[src/rtl/fpssf_pkg.sv]
`default_nettype none

package fpssf_pkg;

    localparam int unsigned NumDigits = 4;

    localparam logic [7:0] SegDash  = 8'h40;
    localparam logic [7:0] SegPoint = 8'h80;
    localparam logic [7:0] SegBlank = 8'h00;

    // values at or above this limit show dashes
    localparam logic [14:0] LimitHund = 15'd10000;

    // u / 100 as (u * 5243) >> 19, exact for u below 10000
    localparam logic [12:0] Div100Mul   = 13'd5243;
    localparam int unsigned Div100Shift = 19;

    // result slot codes
    localparam logic [2:0] SlotDig3  = 3'd3;
    localparam logic [2:0] SlotBlank = 3'd4;

    localparam logic [3:0] SelDig3 = 4'b1000;

    typedef struct packed {
        logic [NumDigits-1:0][7:0] seg;
    } t_seg_set;

    typedef struct packed {
        logic [3:0] tens;
        logic [3:0] units;
    } t_dec_pair;

    // common-cathode segment patterns, bits 0-6 = a-g
    function automatic logic [7:0] seg_of(input logic [3:0] d);
        logic [7:0] s;
        case (d)
            4'd0:    s = 8'h3f;
            4'd1:    s = 8'h06;
            4'd2:    s = 8'h5b;
            4'd3:    s = 8'h4f;
            4'd4:    s = 8'h66;
            4'd5:    s = 8'h6d;
            4'd6:    s = 8'h7d;
            4'd7:    s = 8'h07;
            4'd8:    s = 8'h7f;
            4'd9:    s = 8'h6f;
            default: s = SegBlank;
        endcase
        return s;
    endfunction

    // split 0..99 into two decimal digits; x/10 as (x * 205) >> 11
    function automatic t_dec_pair split_dec(input logic [6:0] x);
        logic [14:0] prod;
        logic [6:0]  t10;
        t_dec_pair   p;
        prod    = 15'(x) * 15'd205;
        p.tens  = prod[14:11];
        t10     = 7'(p.tens) * 7'd10;
        p.units = 4'(x - t10);
        return p;
    endfunction

endpackage

`default_nettype wire

[src/rtl/fixed_point_seven_segment_formatter_core.sv]
`default_nettype none

// Channel   Direction  Handshake                  Payload
// input     in         i_in_valid / o_in_stall    i_value_hundredths (16b signed)
// result    out        o_out_valid / i_out_stall  o_digit_select, o_segments, o_last
//
// Three register stages (input, /100 quotient, segment set) ahead of a result
// sequencer; an accepted value passes all three before its first result.
// Each transaction yields 4 results (dashes) or 5 (digits plus blanking write),
// one per cycle while i_out_stall is low; the sequencer sets the sustained rate.
// Input is taken while earlier values are in flight or draining, if a stage is free.
// Reset (i_rst_n low, synchronous) empties all stages and the slot counter.
// A stalled result holds: payload comes only from registers and the counter.
module fixed_point_seven_segment_formatter_core (
    input  wire logic               i_clk,
    input  wire logic               i_rst_n,
    input  wire logic               i_in_valid,
    output      logic               o_in_stall,
    input  wire logic signed [15:0] i_value_hundredths,
    output      logic               o_out_valid,
    input  wire logic               i_out_stall,
    output      logic [3:0]         o_digit_select,
    output      logic [7:0]         o_segments,
    output      logic               o_last
);

    // stage 1: input register
    logic               r1_vld;
    logic signed [15:0] r1_val;

    // stage 2: range flag, value, quotient by 100
    logic               r2_vld;
    logic               r2_oor;
    logic [13:0]        r2_u;
    logic [6:0]         r2_q;

    // stage 3: segment set held while the sequencer walks it
    logic                 r3_vld;
    logic                 r3_oor;
    fpssf_pkg::t_seg_set  r3_segs;
    logic [2:0]           r_idx;

    logic                 s1_en;
    logic                 s2_en;
    logic                 s3_en;
    logic                 out_fire;
    logic                 out_done;
    logic [26:0]          div_prod;
    logic                 n_oor;
    fpssf_pkg::t_seg_set  n_segs;

    // stage enables: a stage loads when empty or when its occupant moves on
    assign out_fire = r3_vld && !i_out_stall;
    assign out_done = out_fire && o_last;
    assign s3_en    = !r3_vld || out_done;
    assign s2_en    = !r2_vld || s3_en;
    assign s1_en    = !r1_vld || s2_en;
    assign o_in_stall = !s1_en;

    // out of range: negative or 10000 and up
    assign n_oor    = r1_val[15] || (r1_val[14:0] >= fpssf_pkg::LimitHund);
    assign div_prod = 27'(r1_val[13:0]) * 27'(fpssf_pkg::Div100Mul);

    fpssf_digit_enc u_enc (
        .i_u    (r2_u),
        .i_q    (r2_q),
        .o_segs (n_segs)
    );

    always_ff @(posedge i_clk) begin
        if (!i_rst_n) begin
            r1_vld <= 1'b0;
            r2_vld <= 1'b0;
            r3_vld <= 1'b0;
            r_idx  <= '0;
        end else begin
            if (s1_en) begin
                r1_vld <= i_in_valid;
            end
            if (s2_en) begin
                r2_vld <= r1_vld;
            end
            if (s3_en) begin
                r3_vld <= r2_vld;
            end
            if (out_done) begin
                r_idx <= '0;
            end else if (out_fire) begin
                r_idx <= r_idx + 3'd1;
            end
        end
    end

    // payload registers, no reset
    always_ff @(posedge i_clk) begin
        if (s1_en && i_in_valid) begin
            r1_val <= i_value_hundredths;
        end
        if (s2_en && r1_vld) begin
            r2_oor <= n_oor;
            r2_u   <= r1_val[13:0];
            r2_q   <= div_prod[fpssf_pkg::Div100Shift +: 7];
        end
        if (s3_en && r2_vld) begin
            r3_oor  <= r2_oor;
            r3_segs <= n_segs;
        end
    end

    // result mux: digits 0..3, then a blanking write to digit 3 unless dashes
    always_comb begin
        o_out_valid = r3_vld;
        if (r_idx == fpssf_pkg::SlotBlank) begin
            o_digit_select = fpssf_pkg::SelDig3;
        end else begin
            o_digit_select = 4'(4'b0001 << r_idx[1:0]);
        end
        if (r3_oor) begin
            o_segments = fpssf_pkg::SegDash;
            o_last     = (r_idx == fpssf_pkg::SlotDig3);
        end else begin
            o_segments = (r_idx == fpssf_pkg::SlotBlank) ? fpssf_pkg::SegBlank
                                                         : r3_segs.seg[r_idx[1:0]];
            o_last     = (r_idx == fpssf_pkg::SlotBlank);
        end
    end

    // the last result of a transaction always targets digit 3
    a_last_dig3: assert property (@(posedge i_clk) disable iff (!i_rst_n)
        o_out_valid && o_last |-> o_digit_select == fpssf_pkg::SelDig3)
        else $error("last result not on digit 3");

    // a dash transaction never reaches the blanking slot
    a_dash_len: assert property (@(posedge i_clk) disable iff (!i_rst_n)
        r3_vld && r3_oor |-> r_idx <= fpssf_pkg::SlotDig3)
        else $error("dash sequence ran past digit 3");

    // slot counter restarts after a finished transaction
    a_idx_wrap: assert property (@(posedge i_clk) disable iff (!i_rst_n)
        out_done |=> r_idx == 3'd0)
        else $error("slot counter did not restart");

    // counter moves only on a delivered result
    a_idx_hold: assert property (@(posedge i_clk) disable iff (!i_rst_n)
        !out_fire |=> $stable(r_idx))
        else $error("slot counter moved without a transaction");

endmodule

`default_nettype wire

[src/rtl/fpssf_digit_enc.sv]
`default_nettype none

// Remainder by 100, then both halves to decimal digits and segment bytes.
module fpssf_digit_enc (
    input  wire logic [13:0]        i_u,
    input  wire logic [6:0]         i_q,
    output fpssf_pkg::t_seg_set     o_segs
);

    logic [13:0]          q100;
    logic [13:0]          rem14;
    fpssf_pkg::t_dec_pair hi;
    fpssf_pkg::t_dec_pair lo;

    always_comb begin
        q100  = 14'(i_q) * 14'd100;
        rem14 = i_u - q100;
        hi    = fpssf_pkg::split_dec(i_q);
        lo    = fpssf_pkg::split_dec(rem14[6:0]);
        o_segs.seg[0] = fpssf_pkg::seg_of(hi.tens);
        o_segs.seg[1] = fpssf_pkg::seg_of(hi.units) | fpssf_pkg::SegPoint;
        o_segs.seg[2] = fpssf_pkg::seg_of(lo.tens);
        o_segs.seg[3] = fpssf_pkg::seg_of(lo.units);
    end

endmodule

`default_nettype wire
[config.mk]
export PLATFORM = sky130hd
export DESIGN_NAME = fixed_point_seven_segment_formatter_core
export DESIGN_NICKNAME = d
export VERILOG_FILES = /design/src/rtl/fpssf_pkg.sv /design/src/rtl/fixed_point_seven_segment_formatter_core.sv /design/src/rtl/fpssf_digit_enc.sv
export SDC_FILE = /design/constraint.sdc
export NUM_CORES = 1
export LEC_CHECK = 0
export BUFFER_PORTS_ARGS = -buffer_cell sky130_fd_sc_hd__buf_4
export CAP_MARGIN = 20
export CORE_ASPECT_RATIO = 2
export CORE_MARGIN = 10
export CORE_UTILIZATION = 35
export CTS_CLUSTER_SIZE = 8
export DETAILED_ROUTE_END_ITERATION = 7
export MAX_ROUTING_LAYER = met4
export PLACE_DENSITY = 0.53
export SLEW_MARGIN = 20
export SYNTH_ARGS = -nofsm -noshare
export SYNTH_HDL_FRONTEND = slang
export SYNTH_SLANG_ARGS = --single-unit
[constraint.sdc]
create_clock -name i_clk -period 7.42 [get_ports i_clk]
set_input_delay 1.113 -clock i_clk [delete_from_list [all_inputs] [get_ports i_clk]]
set_output_delay 1.113 -clock i_clk [all_outputs]
set_load 0.01 [all_outputs]
# Word level (Yosys, flattened, before mapping)
# Memories as Yosys holds them, arrays and structs flattened. A register that Yosys moved wholly into a read port is not among the register bits.
# Index checks and enable logic that the tools add are counted.
# totals
out_inout_bits	15
inputBits	20
regBits	62
rom_bits	448
wordCells	53
mem_count	4
# op_classes
magnitude_cmp	2
eq_ne	2
n_mul	6
n_bitwise	1
mux	6
addsub	4
n_reduce_logical	15
shift	1
# memory_table
name	words	word_bits	read_ports	rd_clocked_by_memory_dff	write_ports	line_no	source
(name not given)	16	7	1	1	0	fpssf_pkg.sv:36	case (d)
(name not given)	16	7	1	1	0	fpssf_pkg.sv:36	
(name not given)	16	7	1	1	0	fpssf_pkg.sv:36	
(name not given)	16	7	1	1	0	fpssf_pkg.sv:36	
# op_table
operator	n
7-bit by 8-bit multiplier with 15-bit output (second input constant)	2
14-bit by 13-bit multiplier with 26-bit output (second input constant)	1
8-bit 2-to-1 mux	3
8-bit binary-select mux with 2-bit select	1
15-bit by 14-bit >= comparator with 1-bit output (second input constant)	1
4-bit by 3-bit multiplier with 3-bit output (second input constant)	2
4-bit subtractor	2
7-bit by 5-bit multiplier with 5-bit output (second input constant)	1
7-bit subtractor	1
1-bit logical AND	5
1-bit logical NOT	5
1-bit logical OR	4
4-bit 2-to-1 mux	1
1-bit by 2-bit left shift with 4-bit output (first input constant)	1
3-bit by 1-bit adder with 3-bit output (second input constant)	1
3-bit by 2-bit == test with 1-bit output (second input constant)	1
3-bit == test (second input constant)	1
2-bit by 3-bit < comparator with 1-bit output (second input constant)	1
2-bit OR reduction	1
1-bit 2-to-1 mux	1
1-bit inverter	1

# Logic depth before layout (Yosys ltp)
# depth
ltp_word	7
ltp_mapped	27
ltp_nobuf	27

# Cells and area by module
# From an unflattened synthesis, not the netlist that was laid out.
# hier_totals
hier_cells	811
hier_area_um2	9178.8
# modules_own_cells
module	instances	cells_per_inst	seq_area_each_um2	area_each_um2
fixed_point_seven_segment_formatter_core	1	458	2252.2	6142.1
fpssf_digit_enc	1	353	0.0	3036.7

# Worst setup path before layout
# Ideal clock, no wire load.
# synth_timing
path_kind	register -> register
startpoint	register r2_q[0]
endpoint	register r3_segs[29] (netlist name)
slack_ns	0.644
synth_period_minus_slack_ns	6.776
path_buffers	0
required_time_ns	7.246
setup_ns	0.174
arrival_ns	6.601
stages_incl_launch_ff	23
path_cell_list	edfxtp_1 -> ha_1 -> inv_1 -> fa_1 -> a21o_1 -> a21oi_1 -> xnor2_1 -> ha_1 -> fa_1 -> fa_1 -> ha_1 -> ha_1 -> a21oi_1 -> o21ai_0 -> a211oi_1 -> xnor2_1 -> fa_1 -> xor2_1 -> xnor2_1 -> nor2_1 -> a2111oi_4 -> a31oi_1 -> a311oi_1
# synth_between
elab_chain_len	5
# synth_rtl
element	line_no	source
start: declaration	fixed_point_seven_segment_formatter_core.sv:35	logic [6:0] r2_q;
start signal: assignment	fixed_point_seven_segment_formatter_core.sv:102	r2_q <= div_prod[fpssf_pkg::Div100Shift +: 7];
7-bit by 5-bit multiplier with 5-bit output (*)	fpssf_digit_enc.sv:16	q100 = 14'(i_q) * 14'd100;
7-bit subtractor (*)	fpssf_digit_enc.sv:17	rem14 = i_u - q100;
7-bit by 8-bit multiplier with 15-bit output	fpssf_pkg.sv:57	prod = 15'(x) * 15'd205;
4-bit by 3-bit multiplier with 3-bit output	fpssf_pkg.sv:59	t10 = 7'(p.tens) * 7'd10;
4-bit subtractor (*)	fpssf_pkg.sv:60	p.units = 4'(x - t10);
# Mark *: on every way between the ends. The rest lies on a longest branch, timed or not.
# A chain may end at the register's enable or synchronous reset.

# Final worst setup path
# layout_timing
startpoint	register r2_q[0]
endpoint	register r3_segs[24] (netlist name)
# layout_between
elab_chain_len	5
# layout_rtl
element	line_no
7-bit by 5-bit multiplier with 5-bit output (*)	fpssf_digit_enc.sv:16
7-bit subtractor (*)	fpssf_digit_enc.sv:17
7-bit by 8-bit multiplier with 15-bit output	fpssf_pkg.sv:57
4-bit by 3-bit multiplier with 3-bit output	fpssf_pkg.sv:59
4-bit subtractor (*)	fpssf_pkg.sv:60
# Marks and branches as above.

==> impl_results.html <==
<table>
<tr><th>Metric</th><th>Value</th></tr>
<tr><th colspan="2">Worst setup path</th></tr>
<tr><td>Worst reg2reg path depth</td><td>25</td></tr>
<tr><td>Critical path launch point type</td><td>flop</td></tr>
<tr><td>Slowest cell delay on critical path</td><td>0.53 ns</td></tr>
<tr><td>Critical Path Slowest Stage Cell</td><td>sky130_fd_sc_hd__a2111oi_4</td></tr>
<tr><td>Crit path capture type</td><td>flop</td></tr>
<tr><td>Launching point of the worst reg2reg path</td><td>r2_q[0]$_DFFE_PP_</td></tr>
<tr><td>Minimum setup slack among reg-to-reg paths</td><td>0.51 ns</td></tr>
<tr><td>Max Fanout on Critical Path</td><td>7</td></tr>
<tr><td>CP bufs+invs</td><td>3</td></tr>
<tr><td>Worst setup path class</td><td>flop to flop</td></tr>
<tr><td>Destination of the worst register-to-register timing path</td><td>r3_segs[24]$_DFFE_PP_</td></tr>
<tr><td>Last element of the critical path</td><td>r3_segs[24]$_DFFE_PP_</td></tr>
<tr><td>Number of cells on the critical path</td><td>25</td></tr>
<tr><td>CP Data Required Time</td><td>7.57 ns</td></tr>
<tr><td>Worst Setup SP</td><td>r2_q[0]$_DFFE_PP_</td></tr>
<tr><td>Arrival time at the worst endpoint</td><td>7.06 ns</td></tr>
<tr><td>Top delay family on crit path</td><td>adder cells</td></tr>
<tr><td>Most used cell along the critical path</td><td>sky130_fd_sc_hd__ha_1</td></tr>
<tr><th colspan="2">Floorplan</th></tr>
<tr><td>Count of boundary I/O pins</td><td>35</td></tr>
<tr><td>Count of standard-cell rows</td><td>82</td></tr>
<tr><td>Area of the core region</td><td>24900 um2</td></tr>
<tr><td>Die height</td><td>244 um</td></tr>
<tr><td>Die Footprint</td><td>32200 um2</td></tr>
<tr><td>Die X</td><td>132 um</td></tr>
<tr><td>Effective utilization at floorplan</td><td>35.2%</td></tr>
<tr><th colspan="2">STA</th></tr>
<tr><td>Crit share post-route</td><td>93.1%</td></tr>
<tr><td>Final Hold Fails</td><td>0</td></tr>
<tr><td>F_max</td><td>145 MHz</td></tr>
<tr><td>Worst rel slew slack</td><td>33.3%</td></tr>
<tr><td>Pins Over Slew Limit</td><td>0</td></tr>
<tr><td>Minimum setup slack in the final design</td><td>0.512 ns</td></tr>
<tr><td>Layout Skew</td><td>0.0112 ns</td></tr>
<tr><td>Pin slew with the least headroom to its limit</td><td>0.997 ns</td></tr>
<tr><td>Time the final worst path needs with I/O delays and setup</td><td>6.91 ns</td></tr>
<tr><td>Unrepaired setup endpoints after global routing</td><td>no</td></tr>
<tr><td>Sum of negative setup slack</td><td>0 ns</td></tr>
<tr><td>Final Setup Violations</td><td>0</td></tr>
<tr><th colspan="2">Synth</th></tr>
<tr><td>Post-synth net total</td><td>1114</td></tr>
<tr><td>Most used flip-flop cell after synthesis</td><td>sky130_fd_sc_hd__edfxtp_1</td></tr>
<tr><td>EDFF count, synth</td><td>60</td></tr>
<tr><td>Count of cell types in the netlist</td><td>68</td></tr>
<tr><td>Cell area after synthesis</td><td>8780 um2</td></tr>
<tr><td>Sequential fraction of the synthesis area</td><td>21.9%</td></tr>
<tr><td>Flops &amp; latches, synth</td><td>66</td></tr>
<tr><td>Synth Warn #</td><td>0</td></tr>
<tr><td>Post-Syn Area per Cell</td><td>10.9 um2</td></tr>
<tr><td>Post-synth ARST share</td><td>0%</td></tr>
<tr><td>Number of instances in the synthesized netlist</td><td>808</td></tr>
<tr><th colspan="2">CTS</th></tr>
<tr><td>Clock latency on the worst-skew pair</td><td>0.35 ns</td></tr>
<tr><td>Clk Tree Root Cell</td><td>sky130_fd_sc_hd__clkbuf_16</td></tr>
<tr><td>TritonCTS sink count</td><td>66</td></tr>
<tr><td>CTS tree</td><td>yes</td></tr>
<tr><td>Max Root-Sink Buffers</td><td>2</td></tr>
<tr><td>Worst-path clk slew</td><td>0.06 ns</td></tr>
<tr><td>Clock buffer count from CTS</td><td>9</td></tr>
<tr><td>Max H-tree Level</td><td>3</td></tr>
<tr><th colspan="2">Place</th></tr>
<tr><td>RePlAce Congestion</td><td>0.825</td></tr>
<tr><td>Setup Slack @ Placement</td><td>0.358 ns</td></tr>
<tr><td>Total of buffers placed on input and output ports</td><td>34</td></tr>
<tr><td>HPWL after detailed placement</td><td>17100 um</td></tr>
<tr><td>Post-DP Area</td><td>9450 um2</td></tr>
<tr><td>Dpl cells</td><td>1176</td></tr>
<tr><th colspan="2">Finish</th></tr>
<tr><td>Inserted Diodes</td><td>0</td></tr>
<tr><td>Most used cells in the layout excluding fill and tap cells</td><td>sky130_fd_sc_hd__ha_1 (205), sky130_fd_sc_hd__inv_1 (172), sky130_fd_sc_hd__fa_1 (81), sky130_fd_sc_hd__edfxtp_1 (60), sky130_fd_sc_hd__buf_4 (39)</td></tr>
<tr><td>Area delta synth-&gt;final</td><td>11.0%</td></tr>
<tr><td>Final nets</td><td>1157</td></tr>
<tr><td>Layout cell share with drive strength beyond 1</td><td>9.11%</td></tr>
<tr><td>Finished Cell Area</td><td>9740 um2</td></tr>
<tr><td>Filler-free cell count of the finished design</td><td>1192</td></tr>
<tr><td>Commonest non-fill, non-tap cell in the layout</td><td>sky130_fd_sc_hd__ha_1</td></tr>
<tr><th colspan="2">Detailed routing</th></tr>
<tr><td>Starting DRC count in detailed routing</td><td>202</td></tr>
<tr><td>Vias after detailed routing</td><td>5718</td></tr>
<tr><td>Total detailed-routing wirelength</td><td>19200 um</td></tr>
<tr><td>Drt wl/cell</td><td>16.1 um</td></tr>
<tr><td>Detailed-routing iteration count for the pre-antenna-repair pass</td><td>4</td></tr>
<tr><td>Via-to-Cell Ratio</td><td>4.80</td></tr>
<tr><td>Antenna violation net count after detailed routing</td><td>0</td></tr>
<tr><td># DRC</td><td>0</td></tr>
<tr><th colspan="2">GRT</th></tr>
<tr><td>Leftover overflow at the end of global routing</td><td>0</td></tr>
<tr><td>Wire length of the first global-routing pass</td><td>31600 um</td></tr>
<tr><td>Total global routing track utilization</td><td>12.9%</td></tr>
<tr><td>Maximum number of pins on one net before global-route repair</td><td>30</td></tr>
<tr><td>Initial antenna violation count</td><td>0</td></tr>
<tr><td>Via count of the first global-routing pass</td><td>6460</td></tr>
<tr><th colspan="2">Run status</th></tr>
<tr><td>Run status</td><td>finished, final reports clean</td></tr>
<tr><th colspan="2">Worst hold path</th></tr>
<tr><td>Worst min-delay path category</td><td>flop to flop</td></tr>
<tr><th colspan="2">Flow run</th></tr>
<tr><td>Max-Cap Viols</td><td>0</td></tr>
</table>
## routing by layer
layer	wire (um)	share of wire, %	track usage [%]	up-vias
li1	-	-	-	2843
met1	5960	31	10.3	2740
met2	11900	62	26.7	89
met3	372	1.9	1.52	46
met4	980	5.1	7.66	0
met5	0	0	-	-
## cell usage after synthesis, drive strengths merged (3+ instances only)
| cell | instances | area, um2 |
|---|---|---|
| a211oi | 7 | 57.6 |
| a21boi | 3 | 22.5 |
| a21o | 12 | 90.1 |
| a21oi | 25 | 129 |
| a311oi | 3 | 26.3 |
| a31oi | 7 | 43.8 |
| and2 | 6 | 37.5 |
| and3 | 6 | 37.5 |
| buf | 4 | 31.3 |
| clkbuf | 3 | 12.5 |
| dfxtp | 6 | 120 |
| edfxtp | 60 | 1800 |
| fa | 81 | 1620 |
| ha | 205 | 2560 |
| inv | 173 | 649 |
| mux2 | 4 | 45.0 |
| mux2i | 10 | 100 |
| mux4 | 7 | 158 |
| nand2 | 26 | 97.6 |
| nand2b | 4 | 25.0 |
| nand3 | 8 | 40.0 |
| nand3b | 3 | 22.5 |
| nand4 | 3 | 18.8 |
| nor2 | 21 | 86.3 |
| nor2b | 15 | 93.8 |
| nor3 | 15 | 75.1 |
| nor3b | 3 | 22.5 |
| nor4 | 3 | 18.8 |
| o21a | 4 | 30.0 |
| o21ai | 13 | 68.8 |
| o311ai | 3 | 26.3 |
| o32ai | 4 | 35.0 |
| or2 | 3 | 18.8 |
| or3 | 3 | 18.8 |
| xnor2 | 21 | 184 |
| xor2 | 8 | 70.1 |
## repair_timing
action                                  CTS  global route
gates resized for setup                   0             2
hold endpoints to repair                  0             0
hold buffers                              0             0
setup buffers                             0             0
endpoints found under the setup margin    0             6
## worst register-to-register path, stage by stage, from the launching register on
cell                        delay, ns
sky130_fd_sc_hd__edfxtp_1        0.48
sky130_fd_sc_hd__ha_1            0.19
sky130_fd_sc_hd__inv_1           0.05
sky130_fd_sc_hd__fa_1            0.40
sky130_fd_sc_hd__a21o_1          0.17
sky130_fd_sc_hd__a21oi_1         0.17
sky130_fd_sc_hd__xnor2_1         0.21
sky130_fd_sc_hd__ha_1            0.30
sky130_fd_sc_hd__ha_1            0.29
sky130_fd_sc_hd__fa_1            0.50
sky130_fd_sc_hd__inv_1           0.05
sky130_fd_sc_hd__fa_1            0.49
sky130_fd_sc_hd__inv_1           0.05
sky130_fd_sc_hd__ha_1            0.27
sky130_fd_sc_hd__a211oi_1        0.07
sky130_fd_sc_hd__a211oi_2        0.47
sky130_fd_sc_hd__a21o_1          0.27
sky130_fd_sc_hd__nor2_4          0.09
sky130_fd_sc_hd__ha_1            0.20
sky130_fd_sc_hd__fa_1            0.37
sky130_fd_sc_hd__xor2_1          0.18
sky130_fd_sc_hd__xnor2_2         0.32
sky130_fd_sc_hd__nor2_1          0.14
sky130_fd_sc_hd__a2111oi_4       0.53
sky130_fd_sc_hd__a21oi_2         0.16
sky130_fd_sc_hd__o32ai_1         0.31
## through the flow
stage               hold slack (ns)  utilization (%)
floorplan                     0.400                -
global placement              0.464             37.9
detailed placement            0.464             37.9
CTS                           0.486             39.0
global route                  0.499             39.1
finish                        0.483             39.1
## cell families (layout without fill, tap and decap cells)
kind of cell	Yosys count	count (layout)	synth area share (%)
buf+inv	180	228	7.89
compound gates	102	102	8.57
xor+xnor	30	30	3.15
flops	66	66	21.9
fa+ha+maj	286	286	47.7
simple gates	123	123	7.37
mux	21	21	3.45
## layout make-up
class	instances	area (um2)
fill	2460	15200
multi-input combinational	562	6180
sequential	66	1920
inverter	173	649
tap	336	420
timing repair buffer	39	293
clock buffer	13	260
clock inverter	3	16.3
## flip-flops by register name, summed over array words and instances, names as in the netlist
name	flops
r_idx	3
r3_segs	28
r3_oor	1
r2_q	7
r2_vld	1
r1_val	16
r2_oor	1
r1_vld	1
o_out_valid	1
r2_u	7
## worst min path at each step
stage          slack [ns]              from  cells after the start                to
6_report             0.48  r2_oor$_DFFE_PP_                      0  r3_oor$_DFFE_PP_
5_1_grt              0.50  r2_oor$_DFFE_PP_                      0  r3_oor$_DFFE_PP_
4_1_cts              0.49  r2_oor$_DFFE_PP_                      0  r3_oor$_DFFE_PP_
3_5_place_dp         0.46  r2_oor$_DFFE_PP_                      0  r3_oor$_DFFE_PP_
3_3_place_gp         0.46  r2_oor$_DFFE_PP_                      0  r3_oor$_DFFE_PP_
2_1_floorplan        0.40  r2_oor$_DFFE_PP_                      0  r3_oor$_DFFE_PP_
Power is not shown: default switching activity piles up to over one toggle a cycle in this logic, so the estimate is an artifact.
